`config.mk`:
```
export PLATFORM = sky130hd
export DESIGN_NAME = polynomial_derivative_evaluator
export DESIGN_NICKNAME = d
export VERILOG_FILES = /design/src/design/pde_pkg.sv /design/src/design/pde_front.sv /design/src/design/pde_coeff_regs.sv /design/src/design/pde_engine.sv /design/src/design/polynomial_derivative_evaluator.sv
export SDC_FILE = /design/constraint.sdc
export NUM_CORES = 2
export LEC_CHECK = 0
export BUFFER_PORTS_ARGS = -buffer_cell sky130_fd_sc_hd__buf_4
export CAP_MARGIN = 40
export CORE_ASPECT_RATIO = 0.8
export CORE_UTILIZATION = 50
export DETAILED_ROUTE_END_ITERATION = 6
export PLACE_DENSITY = 0.66
export SYNTH_ARGS = -nofsm -noshare
export SYNTH_HDL_FRONTEND = slang
export SYNTH_HIERARCHICAL = 1
export SYNTH_SLANG_ARGS = --single-unit
```
`constraint.sdc`:
```
create_clock -name clock -period 13.2 [get_ports clock]
set_input_delay 1.98 -clock clock [delete_from_list [all_inputs] [get_ports clock]]
set_output_delay 1.98 -clock clock [all_outputs]
set_load 0.01 [all_outputs]
```
`src/design/pde_pkg.sv`:
```
package pde_pkg;

   localparam int MAX_DEGREE = 7;
   localparam int FRAC_BITS  = 16;
   localparam int NUM_COEFF  = 8;
   localparam int COEFF_AW   = 3;
   localparam int DATA_W     = 32;
   localparam int ORDER_W    = 3;
   localparam int FAC_W      = 13;
   localparam int PROD_D_W   = DATA_W + FAC_W + 1;
   localparam int CSR_AW     = 5;

   localparam logic signed [63:0] ROUND_HALF = (64'sd1 <<< FRAC_BITS) >>> 1;
   localparam logic signed [63:0] S32_MAX    = 64'sd2147483647;
   localparam logic signed [63:0] S32_MIN    = -64'sd2147483648;

   typedef struct packed {
      logic signed [DATA_W-1:0] point;
      logic [ORDER_W-1:0]       order;
      logic                     zero;
   } pde_item_type;

   typedef struct packed {
      logic                en;
      logic [COEFF_AW-1:0] addr;
   } coeff_rd_type;

   typedef struct packed {
      logic                     ovf;
      logic signed [DATA_W-1:0] value;
   } sat_type;

   function automatic sat_type sat32(input logic signed [63:0] v);
      sat_type r;
      if (v > S32_MAX) begin
         r.ovf   = 1'b1;
         r.value = S32_MAX[DATA_W-1:0];
      end else if (v < S32_MIN) begin
         r.ovf   = 1'b1;
         r.value = S32_MIN[DATA_W-1:0];
      end else begin
         r.ovf   = 1'b0;
         r.value = v[DATA_W-1:0];
      end
      return r;
   endfunction

   // falling factorial (i+k)!/i!, indexed by {k, i}
   function automatic logic [NUM_COEFF*NUM_COEFF*FAC_W-1:0] fac_build();
      logic [NUM_COEFF*NUM_COEFF*FAC_W-1:0] t;
      int f;
      t = '0;
      for (int k = 0; k < NUM_COEFF; k++) begin
         for (int i = 0; i < NUM_COEFF; i++) begin
            f = 1;
            for (int j = i + 1; j <= i + k; j++) begin
               f = f * j;
            end
            t[(k*NUM_COEFF+i)*FAC_W +: FAC_W] = FAC_W'(f);
         end
      end
      return t;
   endfunction

   localparam logic [NUM_COEFF*NUM_COEFF*FAC_W-1:0] FAC_TABLE = fac_build();

   function automatic logic [FAC_W-1:0] fac_lookup(input logic [ORDER_W-1:0] k,
                                                   input logic [COEFF_AW-1:0] i);
      return FAC_TABLE[int'({k, i})*FAC_W +: FAC_W];
   endfunction

endpackage

```
`src/design/pde_front.sv`:
```
module pde_front
   import pde_pkg::*;
(
   input  logic                     clock,
   input  logic                     reset,
   input  logic                     req_tvalid,
   output logic                     req_tready,
   input  logic [DATA_W-1:0]        req_tdata,   // [31:0] point
   input  logic [ORDER_W-1:0]       req_tuser,   // [2:0] deriv_order
   output logic                     item_valid,
   output pde_item_type             item,
   input  logic                     item_pop
);

   localparam int DEPTH = 2;
   localparam int PTR_W = $clog2(DEPTH);

   pde_item_type       queue_ff [DEPTH];
   logic [PTR_W-1:0]   wr_ptr_ff, wr_ptr_in;
   logic [PTR_W-1:0]   rd_ptr_ff, rd_ptr_in;
   logic [PTR_W:0]     count_ff, count_in;
   logic               push;
   pde_item_type       new_item;

   assign req_tready = (count_ff != (PTR_W+1)'(DEPTH));
   assign push       = req_tvalid & req_tready;
   assign item_valid = (count_ff != '0);
   assign item       = queue_ff[rd_ptr_ff];

   always_comb begin
      new_item.point = $signed(req_tdata);
      new_item.order = req_tuser;
      new_item.zero  = (int'(req_tuser) > MAX_DEGREE);
   end

   always_comb begin
      wr_ptr_in = push ? PTR_W'(wr_ptr_ff + 1'b1) : wr_ptr_ff;
      rd_ptr_in = item_pop ? PTR_W'(rd_ptr_ff + 1'b1) : rd_ptr_ff;
      count_in  = count_ff;
      if (push && !item_pop) begin
         count_in = count_ff + 1'b1;
      end else if (!push && item_pop) begin
         count_in = count_ff - 1'b1;
      end
   end

   always_ff @(posedge clock) begin
      if (reset) begin
         wr_ptr_ff <= '0;
         rd_ptr_ff <= '0;
         count_ff  <= '0;
      end else begin
         wr_ptr_ff <= wr_ptr_in;
         rd_ptr_ff <= rd_ptr_in;
         count_ff  <= count_in;
      end
   end

   always_ff @(posedge clock) begin
      if (push) begin
         queue_ff[wr_ptr_ff] <= new_item;
      end
   end

endmodule

```
`src/design/pde_coeff_regs.sv`:
```
module pde_coeff_regs
   import pde_pkg::*;
(
   input  logic                 clock,
   input  logic                 reset,
   input  logic                 csr_psel,
   input  logic                 csr_penable,
   input  logic                 csr_pwrite,
   input  logic [CSR_AW-1:0]    csr_paddr,
   input  logic [DATA_W-1:0]    csr_pwdata,
   output logic [DATA_W-1:0]    csr_prdata,
   input  coeff_rd_type         rd,
   output logic [DATA_W-1:0]    rd_data
);

   logic [DATA_W-1:0]    coeff_mem_ff [NUM_COEFF];
   logic [NUM_COEFF-1:0] valid_ff;
   logic [DATA_W-1:0]    prdata_ff;
   logic [DATA_W-1:0]    rd_data_ff;
   logic [COEFF_AW-1:0]  csr_idx;
   logic                 wr_en;

   assign csr_idx    = csr_paddr[CSR_AW-1:2];
   assign wr_en      = csr_psel & csr_penable & csr_pwrite;
   assign csr_prdata = prdata_ff;
   assign rd_data    = rd_data_ff;

   always_ff @(posedge clock) begin
      if (reset) begin
         valid_ff <= '0;
      end else if (wr_en) begin
         valid_ff[csr_idx] <= 1'b1;
      end
   end

   always_ff @(posedge clock) begin
      if (wr_en) begin
         coeff_mem_ff[csr_idx] <= csr_pwdata;
      end
      if (csr_psel) begin
         prdata_ff <= valid_ff[csr_idx] ? coeff_mem_ff[csr_idx] : '0;
      end
      if (rd.en) begin
         rd_data_ff <= valid_ff[rd.addr] ? coeff_mem_ff[rd.addr] : '0;
      end
   end

endmodule

```
`src/design/pde_engine.sv`:
```
module pde_engine
   import pde_pkg::*;
(
   input  logic                 clock,
   input  logic                 reset,
   input  logic                 item_valid,
   input  pde_item_type         item,
   output logic                 item_pop,
   output coeff_rd_type         coeff_rd,
   input  logic [DATA_W-1:0]    coeff_data,
   output logic                 rsp_tvalid,
   input  logic                 rsp_tready,
   output logic [DATA_W-1:0]    rsp_tdata,   // [31:0] value
   output logic                 rsp_tuser    // [0] overflow
);

   typedef enum logic [5:0] {
      ST_IDLE = 6'b000001,
      ST_INIT = 6'b000010,
      ST_SEED = 6'b000100,
      ST_MUL  = 6'b001000,
      ST_ACC  = 6'b010000,
      ST_DONE = 6'b100000
   } eng_state_type;

   eng_state_type               state_ff, state_in;
   logic signed [DATA_W-1:0]    x_ff, x_in;
   logic [ORDER_W-1:0]          k_ff, k_in;
   logic [COEFF_AW-1:0]         idx_ff, idx_in;
   logic signed [63:0]          prod_x_ff, prod_x_in;
   logic signed [PROD_D_W-1:0]  prod_d_ff, prod_d_in;
   logic signed [DATA_W-1:0]    acc_ff, acc_in;
   logic                        ovf_ff, ovf_in;
   logic                        rsp_valid_ff, rsp_valid_in;
   logic [DATA_W-1:0]           rsp_value_ff, rsp_value_in;
   logic                        rsp_ovf_ff, rsp_ovf_in;

   logic [FAC_W-1:0]            fac;
   logic signed [PROD_D_W-1:0]  prod_d_new;
   logic signed [63:0]          rnd;
   logic signed [63:0]          sum;
   sat_type                     d_sat, p_sat, s_sat;
   logic                        out_free;

   assign fac        = fac_lookup(k_ff, idx_ff);
   assign prod_d_new = $signed(coeff_data) * $signed({1'b0, fac});
   assign d_sat      = sat32({{(64-PROD_D_W){prod_d_ff[PROD_D_W-1]}}, prod_d_ff});
   assign rnd        = (prod_x_ff + ROUND_HALF) >>> FRAC_BITS;
   assign p_sat      = sat32(rnd);
   assign sum        = {{(64-DATA_W){p_sat.value[DATA_W-1]}}, p_sat.value}
                     + {{(64-DATA_W){d_sat.value[DATA_W-1]}}, d_sat.value};
   assign s_sat      = sat32(sum);
   assign out_free   = !rsp_valid_ff || rsp_tready;

   assign item_pop   = (state_ff == ST_IDLE) && item_valid;
   assign rsp_tvalid = rsp_valid_ff;
   assign rsp_tdata  = rsp_value_ff;
   assign rsp_tuser  = rsp_ovf_ff;

   always_comb begin
      state_in      = state_ff;
      x_in          = x_ff;
      k_in          = k_ff;
      idx_in        = idx_ff;
      prod_x_in     = prod_x_ff;
      prod_d_in     = prod_d_ff;
      acc_in        = acc_ff;
      ovf_in        = ovf_ff;
      coeff_rd.en   = 1'b0;
      coeff_rd.addr = COEFF_AW'(idx_ff + k_ff - 1'b1);
      rsp_valid_in  = rsp_valid_ff & ~rsp_tready;
      rsp_value_in  = rsp_value_ff;
      rsp_ovf_in    = rsp_ovf_ff;
      case (state_ff)
         ST_IDLE: begin
            if (item_valid) begin
               x_in   = item.point;
               k_in   = item.order;
               idx_in = COEFF_AW'(MAX_DEGREE - int'(item.order));
               acc_in = '0;
               ovf_in = 1'b0;
               if (item.zero) begin
                  state_in = ST_DONE;
               end else begin
                  coeff_rd.en   = 1'b1;
                  coeff_rd.addr = COEFF_AW'(MAX_DEGREE);
                  state_in      = ST_INIT;
               end
            end
         end
         ST_INIT: begin
            prod_d_in = prod_d_new;
            state_in  = ST_SEED;
         end
         ST_SEED: begin
            acc_in = d_sat.value;
            ovf_in = ovf_ff | d_sat.ovf;
            if (idx_ff == '0) begin
               state_in = ST_DONE;
            end else begin
               idx_in      = idx_ff - 1'b1;
               coeff_rd.en = 1'b1;
               state_in    = ST_MUL;
            end
         end
         ST_MUL: begin
            prod_x_in = acc_ff * x_ff;
            prod_d_in = prod_d_new;
            state_in  = ST_ACC;
         end
         ST_ACC: begin
            acc_in = s_sat.value;
            ovf_in = ovf_ff | p_sat.ovf | d_sat.ovf | s_sat.ovf;
            if (idx_ff == '0) begin
               state_in = ST_DONE;
            end else begin
               idx_in      = idx_ff - 1'b1;
               coeff_rd.en = 1'b1;
               state_in    = ST_MUL;
            end
         end
         ST_DONE: begin
            if (out_free) begin
               rsp_valid_in = 1'b1;
               rsp_value_in = acc_ff;
               rsp_ovf_in   = ovf_ff;
               state_in     = ST_IDLE;
            end
         end
         default: begin
            state_in = ST_IDLE;
         end
      endcase
   end

   always_ff @(posedge clock) begin
      if (reset) begin
         state_ff     <= ST_IDLE;
         rsp_valid_ff <= 1'b0;
      end else begin
         state_ff     <= state_in;
         rsp_valid_ff <= rsp_valid_in;
      end
   end

   always_ff @(posedge clock) begin
      x_ff         <= x_in;
      k_ff         <= k_in;
      idx_ff       <= idx_in;
      prod_x_ff    <= prod_x_in;
      prod_d_ff    <= prod_d_in;
      acc_ff       <= acc_in;
      ovf_ff       <= ovf_in;
      rsp_value_ff <= rsp_value_in;
      rsp_ovf_ff   <= rsp_ovf_in;
   end

endmodule

```
`src/design/polynomial_derivative_evaluator.sv`:
```
// Evaluates the k-th derivative (k = 0 gives the polynomial itself) of a degree-7
// polynomial held in eight signed Q16.16 coefficient registers, at the point x
// of each request beat, by Horner's rule, with one 32x32 multiply of the
// accumulator by x and a separate one of each coefficient by its factorial. Every
// intermediate saturates to 32 bits and any clamp sets the overflow bit of the
// response. Each Horner step registers the product in ST_MUL, then rounds,
// saturates and adds it in ST_ACC. A beat leaves the two-beat input queue only
// when the engine is idle, so the engine takes no new beat until the last one
// has loaded the response register. Coefficient reads through the CSR port
// return the written value; coefficients reset to zero.
module polynomial_derivative_evaluator
   import pde_pkg::*;
(
   input  logic                 clock,
   input  logic                 reset,
   input  logic                 req_tvalid,
   output logic                 req_tready,
   input  logic [DATA_W-1:0]    req_tdata,   // [31:0] point
   input  logic [ORDER_W-1:0]   req_tuser,   // [2:0] deriv_order
   output logic                 rsp_tvalid,
   input  logic                 rsp_tready,
   output logic [DATA_W-1:0]    rsp_tdata,   // [31:0] value
   output logic                 rsp_tuser,   // [0] overflow
   input  logic                 csr_psel,
   input  logic                 csr_penable,
   input  logic                 csr_pwrite,
   input  logic [CSR_AW-1:0]    csr_paddr,
   input  logic [DATA_W-1:0]    csr_pwdata,
   output logic [DATA_W-1:0]    csr_prdata,
   output logic                 csr_pready
);

   logic              item_valid;
   pde_item_type      item;
   logic              item_pop;
   coeff_rd_type      coeff_rd;
   logic [DATA_W-1:0] coeff_data;

   assign csr_pready = 1'b1;

   pde_front u_front (
      .clock      (clock),
      .reset      (reset),
      .req_tvalid (req_tvalid),
      .req_tready (req_tready),
      .req_tdata  (req_tdata),
      .req_tuser  (req_tuser),
      .item_valid (item_valid),
      .item       (item),
      .item_pop   (item_pop)
   );

   pde_coeff_regs u_coeff (
      .clock       (clock),
      .reset       (reset),
      .csr_psel    (csr_psel),
      .csr_penable (csr_penable),
      .csr_pwrite  (csr_pwrite),
      .csr_paddr   (csr_paddr),
      .csr_pwdata  (csr_pwdata),
      .csr_prdata  (csr_prdata),
      .rd          (coeff_rd),
      .rd_data     (coeff_data)
   );

   pde_engine u_engine (
      .clock      (clock),
      .reset      (reset),
      .item_valid (item_valid),
      .item       (item),
      .item_pop   (item_pop),
      .coeff_rd   (coeff_rd),
      .coeff_data (coeff_data),
      .rsp_tvalid (rsp_tvalid),
      .rsp_tready (rsp_tready),
      .rsp_tdata  (rsp_tdata),
      .rsp_tuser  (rsp_tuser)
   );

endmodule

```
==> results.md <==
- Fin. max-slew vios: 0
- Hold_ws: about 0.5 ns
- Number of nets with antenna violations after routing: 0
- First-pass GRT wire length: 314000 microns
- CP Data Required Time: between 10 and 15 ns
- Worst EP arrival: 10.38 ns
- Worst path slowest cell: a311oi_1
- Clk_lat worst skew: approximately 0.67 ns
- Hold Buf Count CTS: 0
- Area contributors post-synth: fa_1, edfxtp_1, inv_1
- DRC: 0
- Placed Area: 81900 sq um
- Placed cells: between 9000 and 10000
- Core area: between 150000 and 200000 sq um
- Area of the multi-input gates: ~53000 sq um
- Critical Path Start Type: register
- Fin nets: about 9300
- Final Hold Vio Count: 0
- CTS Sinks: 609
- Via Count: roughly 53000
- Share of cells above drive strength 1: 8.12%
- Syn Nets: ~9300
- Unique masters post-synth: 86
- Setup Skew: 0.0356 ns
- Proportion of synthesized chip area in sequential cells: a little under a quarter
- Max stage delay on crit path: 0.67 ns
- Tot GR Track Use: 25.3%
- DR pass1 iterations: 5
- FILL cells: between 10000 and 15000
- Total grt overflow: 0
- R2R Setup Slk: 3.25 ns
- WP buf/inv: 5
- CP Class: register to register
- Main synth FF type: edfxtp_1
- Routed vias/inst: roughly 5.5
- Clock Pin Slew Worst Setup and Hold Paths: approximately 0.060 ns
- Cts repair resizes: 0
- Synthesized instance count: between 7000 and 8000
- P&R area growth vs syn: 7.33%
- Status: finished, final reports clean
- Crit. End Element: register
- CTS tree: yes
- Max-cap violations: 0
- Fmax: around 100 MHz
- Post-synth top cells: inv_1, fa_1, nand2_1
- Die H: about 360 microns
- Final Cycle Share: 75.4%
- Syn_area_per_cell: 10.6 sq um
- Least-Margin Pin Slew: 0.963 ns
- Total wire length: 193000 microns
- Vias in the first global route: ~56000
- Clock buffer depth: 3
- Initial Utilization: 50.6%
- Die ar.: around 160000 sq um
- Mean routed wirelength per cell: about 20 microns
- Cell taking the most area after synthesis: fa_1
- Netlist Area Pre-Place: 78400 sq um
- H-Tree Level Count: 3
- Top cell by count, worst path: fa_1
- Max_slew headroom: between 30% and 40%
- Final setup TNS: 0 ns
- Initial antenna violation count: 6
- Die width: between 400 and 500 microns
- Synth warn: 6
- Delay-heaviest family, CP: adder cells
- Synth top area share: 37.3%
- Tmin final: approximately 10 ns
- Dpl hpwl: 148000 microns
- Top-count cell post-synth: inv_1
- Gp weighted congestion: between 0.9 and 1
- Fin cells: 9534
- Design Area, Final: about 84000 sq um
- Cts bufs inserted: between 70 and 80
- CP Max Fanout: 32
- Sequential cell area: between 15000 and 20000 sq um
- Hold crit path type: register to register
- Initial drt markers: around 4000
- Clock Tree Root: clkbuf_16
- EDFF count, synth: approximately 600
- Number of I/O port buffers: 143
- Rows: roughly 130
- RSZ-0062 raised after global routing: false
- Io pins: roughly 150
- Largest net degree at the start of global routing: 53
- Endpoints failing setup: 0
- #FFs+latches synth: approximately 600
- Ys async rst share: 0%
- # Post-CTS Setup Buffers: 0
[state kept, by name (all words and copies together), names as in the netlist, named ones only]
name and flops:
u_engine/idx_ff 3, u_engine/acc_ff 32, u_engine/prod_x_ff 49, u_front/queue_ff 70, u_front/wr_ptr_ff 1, u_engine/x_ff 32, u_engine/rsp_tuser 1, u_front/rd_ptr_ff 1
u_coeff/rd_data 32, u_engine/rsp_tdata 32, u_engine/state_ff 6, u_engine/ovf_ff 1, u_coeff/coeff_mem_ff 256, u_engine/rsp_tvalid 1, u_coeff/csr_prdata 32, u_engine/k_ff 3
u_engine/prod_d_ff 46, u_front/count_ff 2, u_coeff/valid_ff 8
[cells by family (layout without fill, tap and decap cells)]
kind of cell	after synthesis	count (layout)	synth area share, %
and+or+nand+nor	2071	2071	12.5
muxes	245	245	5.36
buffers and inverters	1914	1924	9.42
other	2	5	0.00957
DFF	609	609	23.1
AOI/OAI and AO/OA	607	607	5.00
xor gates and xnor gates	182	182	2.03
adders and majority gates	1795	1795	42.6
[worst register-to-register path: cells and delay by family, from the launching register on]
family | cells | cell delay, ns
simple gates | 4 | 1.27
fa+ha+maj | 8 | 3.87
compound gates | 10 | 2.94
mux | 1 | 0.16
flops | 1 | 0.56
buf+inv | 5 | 0.95
[per-layer routing]
metal	GRT usage (%)	vias up	part of all wire (%)
met3	3.43	192	6.8
met5	0	-	0
li1	-	23100	-
met4	6.32	0	2.1
met1	36.8	27600	44
met2	40.4	1744	47
[layout make-up]
type | instances | share of cell area [%]
multi-input combinational | 4902 | 63.2
sequential | 609 | 21.5
inverter | 1535 | 6.84
tap | 2096 | 3.11
timing repair buffer | 262 | 2.67
clock buffer | 88 | 2.21
clock inverter | 39 | 0.489
antenna | 3 | 0.00892
[layout by cell type (no fill, tap or decap), types with 86 or more instances in the layout]
cell type / instances
ha_1: 335
xnor2_1: 115
a21oi_1: 165
edfxtp_1: 589
inv_1: 1532
o21ai_0: 88
buf_4: 242
mux4_2: 120
nor2_1: 153
a21o_1: 86
fa_1: 1460
nand2_1: 1087
and2_1: 439
[path summary, 6_finish.rpt]
kind / from / depth (start not counted) / end
setup / recovery: u_engine/idx_ff[1] / 28 / u_engine/prod_d_ff[37]
hold / removal: u_coeff/valid_ff[5] / 2 / u_coeff/valid_ff[5]
setup reg to reg: u_engine/idx_ff[1] / 28 / u_engine/prod_d_ff[37]
hold reg to reg: u_coeff/valid_ff[5] / 2 / u_coeff/valid_ff[5]
[per-stage QoR]
stage	util, %	setup slack, ns
2_1_floorplan	-	5.08
3_3_place_gp	52.5	3.61
3_5_place_dp	52.8	3.42
4_1_cts	54.3	3.37
5_1_grt	54.3	2.71
6_report	54.3	3.25
Power is left out: the tool's default activity adds up to more than one toggle a clock period on the data nets, which glitch-free logic cannot reach.
